<file path="src/rtl/core/pr_pkg.sv">
// Shared types and constants for the PageRank power-iteration block.
`default_nettype none
package pr_pkg;

  localparam int CFG_W = 17;
  localparam int G_W = 32;
  localparam int TOL_W = 16;
  localparam int OUT_W = 32;
  localparam int OUT_FRAC = 24;
  localparam int CAP_W = 12;

  localparam logic [16:0] D_ONE = 17'd65536;

  localparam logic [1:0] CFG_NODE_COUNT = 2'd0;
  localparam logic [1:0] CFG_DAMPING    = 2'd1;
  localparam logic [1:0] CFG_TOLERANCE  = 2'd2;
  localparam logic [1:0] CFG_ITER_CAP   = 2'd3;

  localparam logic [4:0]  NODE_COUNT_RST = 5'd16;
  localparam logic [16:0] DAMPING_RST    = 17'd55706;
  localparam logic [15:0] TOLERANCE_RST  = 16'd1;
  localparam logic [11:0] ITER_CAP_RST   = 12'd1000;

  typedef struct packed {
    logic link_bit;
    logic last_entry;
  } in_t;

  typedef struct packed {
    logic [3:0]  page_index;
    logic [31:0] raw_rank;
    logic [31:0] relative_rank;
    logic        converged;
    logic        last_rank;
  } out_t;

  typedef struct packed {
    logic clear;
    logic capture;
    logic shift;
    logic count;
  } pr_cmd_t;

  typedef enum logic [3:0] {
    ST_LOAD, ST_PREP, ST_INJ, ST_DRAIN, ST_CAPT, ST_SHIFT, ST_DECIDE,
    ST_KRD, ST_GA, ST_WA, ST_GB, ST_WB, ST_ORD, ST_OST, ST_OWT, ST_OHOLD
  } pr_state_t;

endpackage
`default_nettype wire

</file>
<file path="src/rtl/core/pr_cell.sv">
// One row cell: link row, column count, product accumulate and convergence test.
`default_nettype none
module pr_cell #(
  parameter int MAX_NODES = 16,
  parameter int RANK_WIDTH = 32,
  parameter int IDX = 0,
  localparam int AW = $clog2(MAX_NODES),
  localparam int NN = $clog2(MAX_NODES + 1)
) (
  input  logic                  clk,
  input  logic                  rst_n,
  input  logic [NN-1:0]         n,
  input  logic [15:0]           tol,
  input  pr_pkg::pr_cmd_t       cmd,
  input  logic                  wr_en,
  input  logic [NN-1:0]         wr_row,
  input  logic [AW-1:0]         wr_col,
  input  logic                  wr_bit,
  input  logic                  ti_v,
  input  logic [AW-1:0]         ti_col,
  input  logic [NN-1:0]         ti_cnt,
  input  logic [RANK_WIDTH-1:0] ti_rank,
  input  logic [31:0]           ti_gl,
  input  logic [31:0]           ti_gb,
  output logic                  to_v,
  output logic [AW-1:0]         to_col,
  output logic [NN-1:0]         to_cnt,
  output logic [RANK_WIDTH-1:0] to_rank,
  output logic [31:0]           to_gl,
  output logic [31:0]           to_gb,
  input  logic [RANK_WIDTH-1:0] so_i,
  output logic [RANK_WIDTH-1:0] so_o,
  output logic                  ok_o
);

  localparam int HW = RANK_WIDTH - 16;
  localparam int PW = RANK_WIDTH + 32;
  localparam int ACW = RANK_WIDTH + NN + 1;
  localparam int TW = RANK_WIDTH + 16;

  logic [MAX_NODES-1:0]  row_r;
  logic [MAX_NODES-1:0]  work_r;
  logic                  tv_r;
  logic [AW-1:0]         tcol_r;
  logic [NN-1:0]         tcnt_r;
  logic [RANK_WIDTH-1:0] trank_r;
  logic [31:0]           tgl_r;
  logic [31:0]           tgb_r;
  logic                  pv_r;
  logic [HW+31:0]        phi_r;
  logic [47:0]           plo_r;
  logic [ACW-1:0]        acc_r;
  logic [RANK_WIDTH-1:0] old_r;
  logic [TW-1:0]         told_r;
  logic [RANK_WIDTH-1:0] out_r;
  logic                  ok_r;

  logic                  active;
  logic                  lbit;
  logic [31:0]           g;
  logic [HW+31:0]        phi;
  logic [47:0]           plo;
  logic [PW:0]           psum;
  logic [RANK_WIDTH+1:0] rnd;
  logic [RANK_WIDTH-1:0] newv;
  logic [RANK_WIDTH-1:0] diff;

  assign active = NN'(IDX) < n;
  assign lbit   = work_r[0];
  assign g      = lbit ? ti_gl : ti_gb;
  assign phi    = (HW+32)'(ti_rank[RANK_WIDTH-1:16]) * (HW+32)'(g);
  assign plo    = 48'(ti_rank[15:0]) * 48'(g);
  assign psum   = (PW+1)'({phi_r, 16'b0}) + (PW+1)'(plo_r) + ((PW+1)'(1) << 30);
  assign rnd    = psum[PW:31];
  assign newv   = (acc_r > ACW'({RANK_WIDTH{1'b1}})) ? {RANK_WIDTH{1'b1}}
                                                    : acc_r[RANK_WIDTH-1:0];
  assign diff   = (old_r > newv) ? old_r - newv : newv - old_r;

  always_ff @(posedge clk) begin
    if (!rst_n) begin
      tv_r <= 1'b0;
      pv_r <= 1'b0;
    end else begin
      tv_r <= ti_v;
      pv_r <= ti_v & ~cmd.count;
    end
  end

  always_ff @(posedge clk) begin
    tcol_r  <= ti_col;
    tcnt_r  <= ti_cnt + NN'(cmd.count & active & lbit);
    trank_r <= ti_rank;
    tgl_r   <= ti_gl;
    tgb_r   <= ti_gb;
    phi_r   <= phi;
    plo_r   <= plo;
    if (wr_en && wr_row == NN'(IDX)) begin
      row_r[wr_col] <= wr_bit;
    end
    if (cmd.clear) begin
      work_r <= row_r;
    end else if (ti_v) begin
      work_r <= work_r >> 1;
    end
    if (cmd.clear) begin
      acc_r <= '0;
    end else if (pv_r) begin
      acc_r <= acc_r + ACW'(rnd);
    end
    if (ti_v && !cmd.count && ti_col == AW'(IDX)) begin
      old_r  <= ti_rank;
      told_r <= TW'(tol) * TW'(ti_rank);
    end
    if (cmd.capture) begin
      out_r <= newv;
      ok_r  <= ~active | ({diff, 16'b0} < told_r);
    end else if (cmd.shift) begin
      out_r <= so_i;
    end
  end

  assign to_v    = tv_r;
  assign to_col  = tcol_r;
  assign to_cnt  = tcnt_r;
  assign to_rank = trank_r;
  assign to_gl   = tgl_r;
  assign to_gb   = tgb_r;
  assign so_o    = out_r;
  assign ok_o    = ok_r;

endmodule
`default_nettype wire

</file>
<file path="config.mk">
export PLATFORM = sky130hd
export DESIGN_NAME = pr_cell
export DESIGN_NICKNAME = d
export VERILOG_FILES = /design/src/rtl/core/pr_pkg.sv /design/src/rtl/core/pr_cell.sv
export SDC_FILE = /design/constraint.sdc
export NUM_CORES = 2
export LEC_CHECK = 0
export CAP_MARGIN = 25
export CORE_UTILIZATION = 60
export DETAILED_ROUTE_END_ITERATION = 6
export DONT_BUFFER_PORTS = 1
export PLACE_DENSITY = 0.79
export RECOVER_POWER = 100
export REMOVE_ABC_BUFFERS = 1
export SYNTH_ARGS = -nofsm -noshare
export SYNTH_HDL_FRONTEND = slang
export SYNTH_SLANG_ARGS = --single-unit
export TNS_END_PERCENT = 10
</file>
<file path="constraint.sdc">
create_clock -name clk -period 7.37 [get_ports clk]
set_input_delay 0.737 -clock clk [delete_from_list [all_inputs] [get_ports clk]]
set_output_delay 0.737 -clock clk [all_outputs]
set_load 0.05 [all_outputs]
</file>
==> flow_summary.ini <==
[run_status]
run_status = complete, but fails checks
violations_in_the_final_reports = design-rule violations, max-capacitance violations, max-slew violations

[worst_hold_path]
min_path_type = in -> reg

[critical_path]
worst-endpoint-arrival_ns = 7.93
critical-path-top-cell-by-count = sky130_fd_sc_hd__fa_1
crit_path_start_kind = flop
rrSetupSlack_ns = 0.05
worst_r2r_startpoint = work_r[0]
setup.worst_path.start = work_r[0]
worstPathMaxFanout = 8
cpPeakStageDelay_ns = 0.53
timing.critical_path.slowest_stage_cell = sky130_fd_sc_hd__fa_1
crit_end = plo_r[44]
depth_of_the_most_critical_reg_to_reg_path = 28
critical_path_class = reg -> reg
critical_path.endpoint_type = flop
timing.rr.end = plo_r[44]
crit_required_ns = 7.98

[cells_and_area]
number_of_nets_in_the_layout = 9079
layout-area-overhead-vs-synth_pct = 7.05
layout_cell_share_with_drive_strength_beyond_1_pct = 6.18
n_fill_cell = 8445

[synth]
synthDominantCellAreaShare_pct = 38.5
top_count_cell_post_synth = sky130_fd_sc_hd__inv_1
ys.warnings.count = 0
ys_seq_area_share_pct = 13.6
synth-edff-count = 145
syn_area_per_cell_um2 = 9.10
netlist_area_um2 = 65200
synth.largest_area_cell = sky130_fd_sc_hd__fa_1
postSynth.asyncResetShare_pct = 0
synth_ff_type = sky130_fd_sc_hd__dfxtp_1
synth_seq_cells = 370
synth_cell_types = 84
ys_top_cells_by_count = sky130_fd_sc_hd__inv_1 (1362), sky130_fd_sc_hd__fa_1 (1256), sky130_fd_sc_hd__nand2_1 (1156)
post_synth_main_area_contributors = sky130_fd_sc_hd__fa_1 (39%), sky130_fd_sc_hd__ha_1 (11%), sky130_fd_sc_hd__inv_1 (7.8%)
netlist_instances = 7169

[sta]
fmax_ghz = 0.137
hold_slack_ns = 0.0845
timing.final.hold_violations = 0
final_max_slew_viol_count = 24
period_minus_slack_ns = 7.32
timing_worst_slew_pin_value_ns = 1.79
max-slew-margin-rel_pct = -19.6
clock_skew_ns = 0.0666
grt_setup_unrepaired = yes
portion_of_the_clock_cycle_consumed_by_the_worst_path_in_the_final_layout_pct = 99.4
setup_violations_final = 0

[floorplan]
placeableCoreArea_um2 = 107000
placementRows = 120
initial_core_util_pct = 60.8
dieWidth_um = 332
floorplan.die_area_um2 = 110000
io_pins = 315
die_height_um = 332

[detailed_routing]
route.final.wire_length_mm = 187
num_vias = 50300
detail_route.vias_per_cell = 5.88
drtPass1Iterations = 7
drtAntennaViolNets = 0
wl_per_cell_um = 21.8
drt_drc_violations_left = 1
dr.first_iter.drc_count = 4621

[clock_tree]
htree_num_levels = 2
clock_insertion_delay_worst_skew_ns = 0.68
clk_pin_slew_ns = 0.07
cts_tree = done
cts_max_path_buffers = 3
tritoncts.num_buffers = 47
cts_num_sinks = 370
clock_tree.root_cell = sky130_fd_sc_hd__clkbuf_16
cts_hold_repair.buffers = 0

[placed_design]
gp_congestion = 0.956
port-buffer-count = 0
place_hpwl_mm = 139

[grt]
grt_pass1_wl_mm = 295
gr-total-overflow = 0
grt_max_degree = 66
antenna_found_initial = 19
grt_pass1_vias = 54000
grt_use_total_pct = 34.6

[flow_run]
drv_cap = 1
## placed cells by master, fill, tap and decap left out, types with 14 or more instances in the layout
cell | Yosys | routed
sky130_fd_sc_hd__o21ai_0 | 126 | 120
sky130_fd_sc_hd__inv_1 | 1362 | 1361
sky130_fd_sc_hd__fa_1 | 1256 | 1254
sky130_fd_sc_hd__edfxtp_1 | 145 | 145
sky130_fd_sc_hd__buf_12 | 0 | 15
sky130_fd_sc_hd__o21bai_1 | 35 | 35
sky130_fd_sc_hd__xnor2_1 | 132 | 132
sky130_fd_sc_hd__a21oi_1 | 272 | 265
sky130_fd_sc_hd__xor2_1 | 70 | 70
sky130_fd_sc_hd__nand2b_1 | 30 | 30
sky130_fd_sc_hd__nor3_1 | 46 | 44
sky130_fd_sc_hd__o211ai_1 | 15 | 15
sky130_fd_sc_hd__a211oi_1 | 29 | 27
sky130_fd_sc_hd__ha_1 | 549 | 545
sky130_fd_sc_hd__buf_4 | 5 | 219
sky130_fd_sc_hd__and2_1 | 511 | 508
sky130_fd_sc_hd__nand4_1 | 41 | 41
sky130_fd_sc_hd__nand3_1 | 69 | 69
sky130_fd_sc_hd__diode_2 | 0 | 14
sky130_fd_sc_hd__o21a_1 | 24 | 24
sky130_fd_sc_hd__and3_1 | 22 | 21
sky130_fd_sc_hd__nor2_1 | 242 | 242
sky130_fd_sc_hd__a21o_1 | 120 | 120
sky130_fd_sc_hd__dfxtp_1 | 225 | 224
sky130_fd_sc_hd__mux2_4 | 2 | 19
sky130_fd_sc_hd__mux2i_1 | 33 | 33
sky130_fd_sc_hd__nand2_1 | 1156 | 1155
sky130_fd_sc_hd__a31oi_1 | 29 | 27
sky130_fd_sc_hd__mux2_2 | 49 | 32
sky130_fd_sc_hd__nor2b_1 | 34 | 34
sky130_fd_sc_hd__clkbuf_16 | 0 | 51
## per-layer routing
| layer | vias up | part of all wire [%] | GRT usage [%] | routed length, µm |
|---|---|---|---|---|
| met5 | - | 0.013 | 0 | 24 |
| met4 | 4 | 5.0 | 15.4 | 9330 |
| met3 | 585 | 12 | 9.93 | 21800 |
| met2 | 2840 | 47 | 56.9 | 87900 |
| met1 | 25000 | 36 | 42.4 | 67800 |
| li1 | 21900 | - | - | - |
## cell type report
cell class	count	area [µm²]	area share, %
multi-input combinational	5065	50100	71.8
tap	1403	1760	2.51
antenna	14	35.0	0.0502
timing repair buffer	250	2150	3.08
sequential	370	8860	12.7
clock buffer	55	1280	1.83
inverter	1364	5120	7.33
clock inverter	33	494	0.708
## metrics by stage
stage	instance area (µm²)	instances	TNS, ns	setup WS, ns	utilization, %
finish	69800	8554	0	0.0470	65.0
global route	69800	8545	-1.14	-0.160	65.0
CTS	69300	8521	0	0.00690	64.6
detailed placement	67500	8433	-0.123	-0.0525	62.9
global placement	67500	8432	0	0.0306	62.9
floorplan	63800	6798	-6.41	-0.0801	-
## sequential cells by signal, indices dropped and copies added (netlist names), 16 cells and up
register	count
acc_r	38
so_o	32
to_gl	32
told_r	48
phi_r	48
work_r	16
to_rank	32
to_gb	32
row_r	16
old_r	32
plo_r	32
## logic make-up (layout without fill, tap and decap cells)
kind of cell | Yosys count | in the layout | share of synthesized area (%)
adders and majority gates | 1805 | 1805 | 49.1
AOI/OAI and AO/OA | 765 | 765 | 7.49
muxes | 84 | 85 | 1.40
DFF | 370 | 370 | 13.6
and+or+nand+nor | 2208 | 2208 | 15.7
buffers and inverters | 1735 | 1702 | 10.0
other | 0 | 14 | 0
xor gates and xnor gates | 202 | 202 | 2.71
## what timing repair did
action / CTS / global route
pin swaps: 0 / 23
resized for setup: 4 / 72
cloned: 0 / 3
endpoints found under the setup margin: 7 / 31
hold endpoints to repair: 0 / 0
setup buffers: 0 / 16
## how the worst min path moves through the flow
| stage | startpoint | to | slack, ns | depth (start not counted) |
|---|---|---|---|---|
| after floorplan | acc_r[10] | acc_r[10] | 0.45 | 2 |
| after global placement | acc_r[10] | acc_r[10] | 0.48 | 2 |
| after detailed placement | acc_r[8] | acc_r[8] | 0.51 | 2 |
| after CTS | ti_col[0] | to_col[0] | 0.05 | 0 |
| after global routing | ti_col[1] | to_col[1] | 0.06 | 0 |
| final | ti_col[1] | to_col[1] | 0.08 | 0 |
## critical path, delay by kind of cell (launching register included)
| family | cells | cell delay (ns) |
|---|---|---|
| fa+ha+maj | 7 | 3.32 |
| mux | 1 | 0.25 |
| compound gates | 6 | 1.32 |
| flops | 1 | 0.43 |
| buf+inv | 9 | 0.96 |
| simple gates | 5 | 0.95 |
Power is left out: the tool's default activity adds up to more than one toggle a clock period on the data nets, which glitch-free logic cannot reach.
