### src/rtl/core/pr_div.sv
// Serial restoring divider, one quotient bit per cycle.
`default_nettype none
module pr_div #(
  parameter int NUMW = 56,
  parameter int DENW = 32,
  localparam int CNTW = $clog2(NUMW)
) (
  input  logic            clk,
  input  logic            rst_n,
  input  logic            start,
  input  logic [NUMW-1:0] num,
  input  logic [DENW-1:0] den,
  output logic            done,
  output logic [NUMW-1:0] quot
);

  logic            busy_r;
  logic            done_r;
  logic [CNTW-1:0] cnt_r;
  logic [NUMW-1:0] num_r;
  logic [DENW-1:0] den_r;
  logic [DENW-1:0] rem_r;
  logic [DENW:0]   rem_sh;
  logic [DENW:0]   rem_sub;
  logic            ge;

  assign rem_sh  = {rem_r, num_r[NUMW-1]};
  assign ge      = rem_sh >= {1'b0, den_r};
  assign rem_sub = rem_sh - {1'b0, den_r};

  always_ff @(posedge clk) begin
    if (!rst_n) begin
      busy_r <= 1'b0;
      done_r <= 1'b0;
      cnt_r  <= '0;
    end else begin
      done_r <= busy_r && !start && (cnt_r == CNTW'(NUMW - 1));
      if (start) begin
        busy_r <= 1'b1;
        cnt_r  <= '0;
      end else if (busy_r) begin
        cnt_r <= cnt_r + CNTW'(1);
        if (cnt_r == CNTW'(NUMW - 1)) begin
          busy_r <= 1'b0;
        end
      end
    end
  end

  always_ff @(posedge clk) begin
    if (start) begin
      num_r <= num;
      den_r <= den;
      rem_r <= '0;
    end else if (busy_r) begin
      rem_r <= ge ? rem_sub[DENW-1:0] : rem_sh[DENW-1:0];
      num_r <= {num_r[NUMW-2:0], ge};
    end
  end

  assign done = done_r;
  assign quot = num_r;

endmodule
`default_nettype wire

### config.mk
export PLATFORM = sky130hd
export DESIGN_NAME = pr_div
export DESIGN_NICKNAME = d
export VERILOG_FILES = /design/src/rtl/core/pr_div.sv
export SDC_FILE = /design/constraint.sdc
export NUM_CORES = 1
export LEC_CHECK = 0
export ABC_AREA = 1
export BUFFER_PORTS_ARGS = -buffer_cell sky130_fd_sc_hd__buf_2
export CORE_ASPECT_RATIO = 1.25
export CORE_MARGIN = 2
export CORE_UTILIZATION = 43
export DETAILED_ROUTE_END_ITERATION = 6
export GPL_ROUTABILITY_DRIVEN = 0
export MAX_ROUTING_LAYER = met4
export PLACE_DENSITY_LB_ADDON = 0.3
export SLEW_MARGIN = 20
export SYNTH_ARGS = -nofsm -noshare
export SYNTH_HDL_FRONTEND = slang
export SYNTH_SLANG_ARGS = --single-unit
### constraint.sdc
create_clock -name clk -period 9.06 [get_ports clk]
set_input_delay 1.812 -clock clk [delete_from_list [all_inputs] [get_ports clk]]
set_output_delay 1.812 -clock clk [all_outputs]
set_load 0.03 [all_outputs]
==> summary.md, run 1 <==
| Metric | Value |
|---|---|
| RSZ-0062 raised after global routing | no |
| Setup TNS Final | 0 ns |
| Sw frac | 0.284 |
| Total CTS buffers | 17 |
| Total grt overflow | 0 |
| Gate Count Post-Synth | 1099 |
| Global-route wire length before repair | 32.4 mm |
| DR pass1 iterations | 5 |
| Fin crit period | 3.29 ns |
| DRC Markers | 0 |
| Cell Area, Synth | 0.00784 mm² |
| Worst slew pin tran | 0.900 ns |
| Area share of the largest cell type after synthesis | 0.337 |
| Initial drt markers | 320 |
| Combinational power share | 0.136 |
| Power density cells | 172 mW/mm² |
| Period Utilization, post-route | 0.363 |
| Die width | 125 µm |
| Fillers | 1805 |
| DPL Wire Length | 14.5 mm |
| PortBufs | 147 |
| Status | finished, final reports clean |
| Final hold violation count | 0 |
| Switch Pwr | 458 µW |
| Die Area | 0.0193 mm² |
| # hold bufs at CTS | 0 |
| DR vias/cell | 4.83 |
| Slew Limit Fails | 0 |
| Clk_lat worst skew | 0.43 ns |
| Area leader, netlist | edfxtp_1 |
| Hold Slack | 0.468 ns |
| Pint | 1150 µW |
| Die H | 155 µm |
| Final nets | 1367 |
| CTS tree | done |
| Post-synthesis cell type count | 33 |
| Resized cells post-CTS | 0 |
| Clock Tree Buf Depth | 2 |
| Type of origin of the critical path | input port |
| Clock share of power | 0.434 |
| Leakage | 0.00505 µW |
| VDD IR-drop max | 139 µV |
| Core ar. | 0.0180 mm² |
| Clk_skew | 0.0205 ns |
| Max-Cap Viols | 0 |
| FMAX | 304 MHz |
| R2R setup slack | 6.18 ns |
| Tot GR Track Use | 0.213 |
| Ant diodes | 0 |
| WS Path Type | input port to register |
| Initial Util | 0.436 |
| Area delta synth->final | 19.5% |
| Initial antenna violation count | 0 |
| Post-synthesis sequential area ratio | 0.439 |
| Mean area per synthesized cell | 7.13 µm² |
| Endpoint type of the worst setup path | register |
| Clock sink total | 128 |
| WHS Path Cells | 2 |
| # IOs | 148 |
| H-Tree Depth | 4 |
| Part of the power in registers | 0.430 |
| Hold WC Path Type | register to register |
| Clock-pin transition on the worst setup and hold timing paths | 0.07 ns |
| Largest net degree at the start of global routing | 70 |
| Area contributors post-synth | edfxtp_1 34%, nand2_1 23%, dfxtp_1 10% |
| Routed wire per std cell | 13.2 µm |
| Rel. slew slack | 0.399 |
| Share of cells above drive strength 1 | 0.159 |
| # rows | 55 |
| Post-route ant nets | 0 |
| Vias in the first global route | 7029 |
| #FFs+latches synth | 128 |
| Setup violators final | 0 |
| Setup Buffers After CTS | 0 |
| Clock root buffer | clkbuf_16 |
| Worst path arrival time | 3.43 ns |
| R2R cell count | 13 |
| Ys Warns | 0 |
| Total routed wirelength | 19.6 mm |
| Worst-path maximum fanout | 69 |
| Worst EP required | 9.20 ns |
| DR vias | 7160 |
| Syn nets | 1224 |
[worst max-delay path, stage by stage]
cell,delay (ns)
buf_4,0.30
buf_4,0.65
inv_1,0.09
buf_4,0.32
nor2_1,0.16
a31oi_1,0.05
[area by class of cell]
cell class              instances  area (µm²)  share of cell area
clock inverters                15         176              0.0188
inverters                     188         706              0.0754
multi-input cells             755        3550               0.379
flip-flops and latches        128        3440               0.368
repair buffers                152         776              0.0828
clock buffers                  17         425              0.0454
well taps                     228         285              0.0305
[layer usage]
metal / global-route usage / wire, µm / up-vias
li1: - / - / 3703
met1: 0.242 / 8190 / 3185
met2: 0.368 / 9640 / 227
met3: 0.0468 / 1220 / 45
met4: 0.0861 / 558 / 0
met5: - / 0 / -
[cells in the final DEF (no fill, tap or decap), drive strengths merged]
master and n:
o21bai 3, nor3b 1, buf 152, clkinv 2, and2 4, nor3 8, nand3b 14, a21oi 24
dfxtp 40, nand2 488, edfxtp 88, a31oi 2, nor2 50, nand3 84, xor2 1, o211ai 1
nor4 2, clkbuf 17, bufinv 2, o21ai 16, ha 33, xnor2 13, o21a 2, nand4 8
fa 1, clkinvlp 4, inv 195
[power by group through the flow]
stage               clock [µW]  combinational, µW  sequential [µW]
finish                     701                219              693
detailed placement           0                222              704
floorplan                    0               93.8              753
global placement             0                218              706
CTS                        718                222              694
global route               746                242              697
[worst paths after layout]
kind	start	end
setup / recovery	start	quot[0]
hold / removal	rem_r[13]	rem_r[13]
setup reg to reg	den_r[23]	rem_r[1]
hold reg to reg	rem_r[13]	rem_r[13]
[state kept, by name (all words and copies together) (netlist names)]
register  count
busy_r        1
rem_r        32
done          1
cnt_r         6
den_r        32
quot         56
[cells in the mapped netlist, drive strengths merged]
| master | number |
|---|---|
| nand2 | 488 |
| inv | 188 |
| edfxtp | 88 |
| nand3 | 84 |
| nor2 | 50 |
| dfxtp | 40 |
| ha | 33 |
| a21oi | 24 |
| clkbuf | 16 |
| o21ai | 16 |
| nand3b | 14 |
| xnor2 | 13 |
| buf | 12 |
| nand4 | 8 |
| nor3 | 8 |
| and2 | 4 |
| o21bai | 3 |
| a31oi | 2 |
| nor4 | 2 |
| o21a | 2 |
| fa | 1 |
| nor3b | 1 |
| o211ai | 1 |
| xor2 | 1 |
[cells by family after synthesis]
logic type,count (synthesis),synth area share
AO/OA/AOI/OAI,48,0.0329
flip-flops,128,0.439
buffers and inverters,216,0.108
XOR/XNOR,14,0.0156
AND/OR/NAND/NOR,659,0.349
adder cells (fa/ha/maj),34,0.0552
[per-stage QoR]
stage | setup WS, ns | util | cells | total power, µW | area, µm²
after floorplan | 4.68 | - | 1099 | 847 | 7840
after detailed placement | 5.27 | 0.488 | 1451 | 926 | 8760
final | 5.77 | 0.521 | 1483 | 1610 | 9370
after global routing | 5.62 | 0.521 | 1483 | 1690 | 9370
after CTS | 5.74 | 0.521 | 1483 | 1630 | 9370
after global placement | 5.31 | 0.488 | 1451 | 924 | 8760
Power figures use the tool's default switching activity.
==> run 2: changes to the inputs <==
==> constraint.sdc (replaced) <==
create_clock -name clk -period 2.93 [get_ports clk]
set_input_delay 0.586 -clock clk [delete_from_list [all_inputs] [get_ports clk]]
set_output_delay 0.586 -clock clk [all_outputs]
set_load 0.03 [all_outputs]
==> run 2 against run 1 <==
First-iteration DRC count rose by 24%. Final cell count rose by 0.34%. Clock skew fell by 0.013 ns. Clock power rose to 2.9 times the previous value. Largest cell class unchanged. Utilization rose by 0.097 points. Critical endpoint is now rem_r[26]. Largest power group is now sequential cells.
==> summary.md, run 2 (same netlist as run 1, synthesis figures left out) <==
| Metric | Value |
|---|---|
| Hold Slack | 0.344 ns (was 0.468 ns) |
| Leading cell type in the layout, fill and taps excluded | nand2_1 (unchanged) |
| Die H | 155 µm (unchanged) |
| Slew Limit Fails | 0 (unchanged) |
| Area delta synth->final | 19.7% (was 19.5%) |
| Leakage | 0.00506 µW (was 0.00505 µW) |
| Clock root buffer | clkbuf_16 (unchanged) |
| RSZ-0062 raised after global routing | no (unchanged) |
| Initial Util | 0.436 (unchanged) |
| Setup TNS Final | 0 ns (unchanged) |
| DR vias/cell | 4.81 (was 4.83) |
| Ant diodes | 0 (unchanged) |
| DPL Wire Length | 15.1 mm (was 14.5 mm) |
| Clk_skew | 0.00716 ns (was 0.0205 ns) |
| Worst-path maximum fanout | 22 (was 69) |
| Total grt overflow | 0 (unchanged) |
| Total routed wirelength | 20.1 mm (was 19.6 mm) |
| Tot GR Track Use | 0.220 (was 0.213) |
| Fin crit period | 2.55 ns |
| FMAX | 393 MHz |
| Largest net degree at the start of global routing | 69 (was 70) |
| Clk_lat worst skew | 0.42 ns (was 0.43 ns) |
| Final cell count without fillers | 1488 (was 1483) |
| Power density cells | 520 mW/mm² (was 172 mW/mm²) |
| Total CTS buffers | 17 (unchanged) |
| Vias in the first global route | 7118 (was 7029) |
| Crit path to | rem_r[26] (was quot[0]) |
| Endpoint type of the worst setup path | register (unchanged) |
| # IOs | 148 (unchanged) |
| HP Start | den[6] (was rem_r[13]) |
| # hold bufs at CTS | 0 (unchanged) |
| Hold WC Path Type | input port to register (was register to register) |
| Placed Cells | 1456 (was 1451) |
| DRC Markers | 0 (unchanged) |
| VDD IR-drop max | 395 µV (was 139 µV) |
| Clock Tree Buf Depth | 2 (unchanged) |
| DR vias | 7156 (was 7160) |
| Rel. slew slack | 0.744 (was 0.399) |
| Die width | 125 µm (unchanged) |
| Die Area | 0.0193 mm² (unchanged) |
| Worst EP required | 3.24 ns (was 9.20 ns) |
| PnR worst setup slack | 0.383 ns (was 5.77 ns) |
| Fillers | 1807 (was 1805) |
| Initial antenna violation count | 0 (unchanged) |
| R2R setup slack | 0.38 ns (was 6.18 ns) |
| Core ar. | 0.0180 mm² (unchanged) |
| Reg-to-Reg Start | den_r[8] (was den_r[23]) |
| Worst slack at placement | 0.405 ns (was 5.27 ns) |
| Post-route ant nets | 0 (unchanged) |
| H-Tree Depth | 4 (unchanged) |
| Type of origin of the critical path | register (was input port) |
| Setup violators final | 0 (unchanged) |
| WS Path Type | register to register (was input port to register) |
| Setup Buffers After CTS | 0 (unchanged) |
| Resized cells post-CTS | 0 (unchanged) |
| Critical Path Start | den_r[8] (was start) |
| # rows | 55 (unchanged) |
| R2R cell count | 17 (was 13) |
| Final nets | 1372 (was 1367) |
| Worst path arrival time | 2.85 ns (was 3.43 ns) |
| Status | finished, final reports clean (unchanged) |
| Clock-pin transition on the worst setup and hold timing paths | 0.06 ns (was 0.07 ns) |
| Most frequent cells in the layout | 482 x nand2_1, 187 x inv_1, 146 x buf_2, 88 x edfxtp_1, 83 x nand3_1 (unchanged) |
| DR pass1 iterations | 5 (unchanged) |
| Max-Cap Viols | 0 (unchanged) |
| PortBufs | 147 (unchanged) |
| Routed wire per std cell | 13.5 µm (was 13.2 µm) |
| Initial drt markers | 396 (was 320) |
| CTS tree | done (unchanged) |
| Worst slew pin tran | 0.384 ns (was 0.900 ns) |
| Clock sink total | 128 (unchanged) |
| Largest register FFs | 56 (unchanged) |
| Period Utilization, post-route | 0.869 |
| Worst r2r dst | rem_r[26] (was rem_r[1]) |
| Global-route wire length before repair | 33.4 mm (was 32.4 mm) |
| Share of cells above drive strength 1 | 0.160 (was 0.159) |
| Final hold violation count | 0 (unchanged) |
[run 2: changes by cell type in the layout (fill, tap and decap cells not counted), sizes merged]
cell / delta
buf: +5
clkbuf: +1
clkinv: +5
clkinvlp: -1
inv: -5
[run 2: worst max-delay path, stage by stage (launching register included)]
cell      delay (ns)
edfxtp_1        0.32
inv_1           0.05
ha_1            0.35
nand2_1         0.16
inv_1           0.05
nand2_1         0.06
nand2_1         0.08
inv_1           0.08
nand3_2         0.14
nand2_1         0.13
nand2_1         0.09
nand2_2         0.24
buf_4           0.34
nand3_1         0.12
nand2_1         0.08
inv_1           0.04
nand2_1         0.04
nand2_1         0.05
[run 2: layout make-up]
type                            instances  area [µm²]  area share
Clock inverter                         14         140      0.0149
Multi-Input combinational cell        755        3550       0.379
Timing Repair Buffer                  157         826      0.0880
Inverter                              188         706      0.0752
Tap cell                              228         285      0.0304
Sequential cell                       128        3440       0.367
Clock buffer                           18         429      0.0457
[run 2: layer usage]
layer / global-route usage / up-vias / routed length [µm]
met5: - / - / 0
met1: 0.248 / 3176 / 8300
met2: 0.379 / 218 / 9930
li1: - / 3718 / -
met4: 0.0984 / 0 / 722
met3: 0.0454 / 44 / 1170
[run 2: how the worst min path moves through the flow]
stage / to / slack (ns) / cells past startpoint
after global placement: cnt_r[5] / 0.45 / 2
after floorplan: cnt_r[5] / 0.44 / 2
after detailed placement: cnt_r[5] / 0.46 / 2
after CTS: den_r[6] / 0.32 / 1
final: den_r[6] / 0.34 / 1
after global routing: den_r[6] / 0.32 / 1
[run 2: per-stage QoR]
| stage | instance area [µm²] | total power (µW) | utilization |
|---|---|---|---|
| after floorplan | 7840 | 2620 | - |
| after global placement | 8810 | 2860 | 0.491 |
| after detailed placement | 8810 | 2860 | 0.491 |
| after CTS | 9380 | 4930 | 0.522 |
| after global routing | 9380 | 5100 | 0.522 |
| final | 9380 | 4880 | 0.522 |
[run 2: where the power goes]
group	total, µW	switching, µW	internal, µW
clock network	2060	811	1250
logic	688	474	214
registers	2140	56.3	2080
total	4880	1340	3540
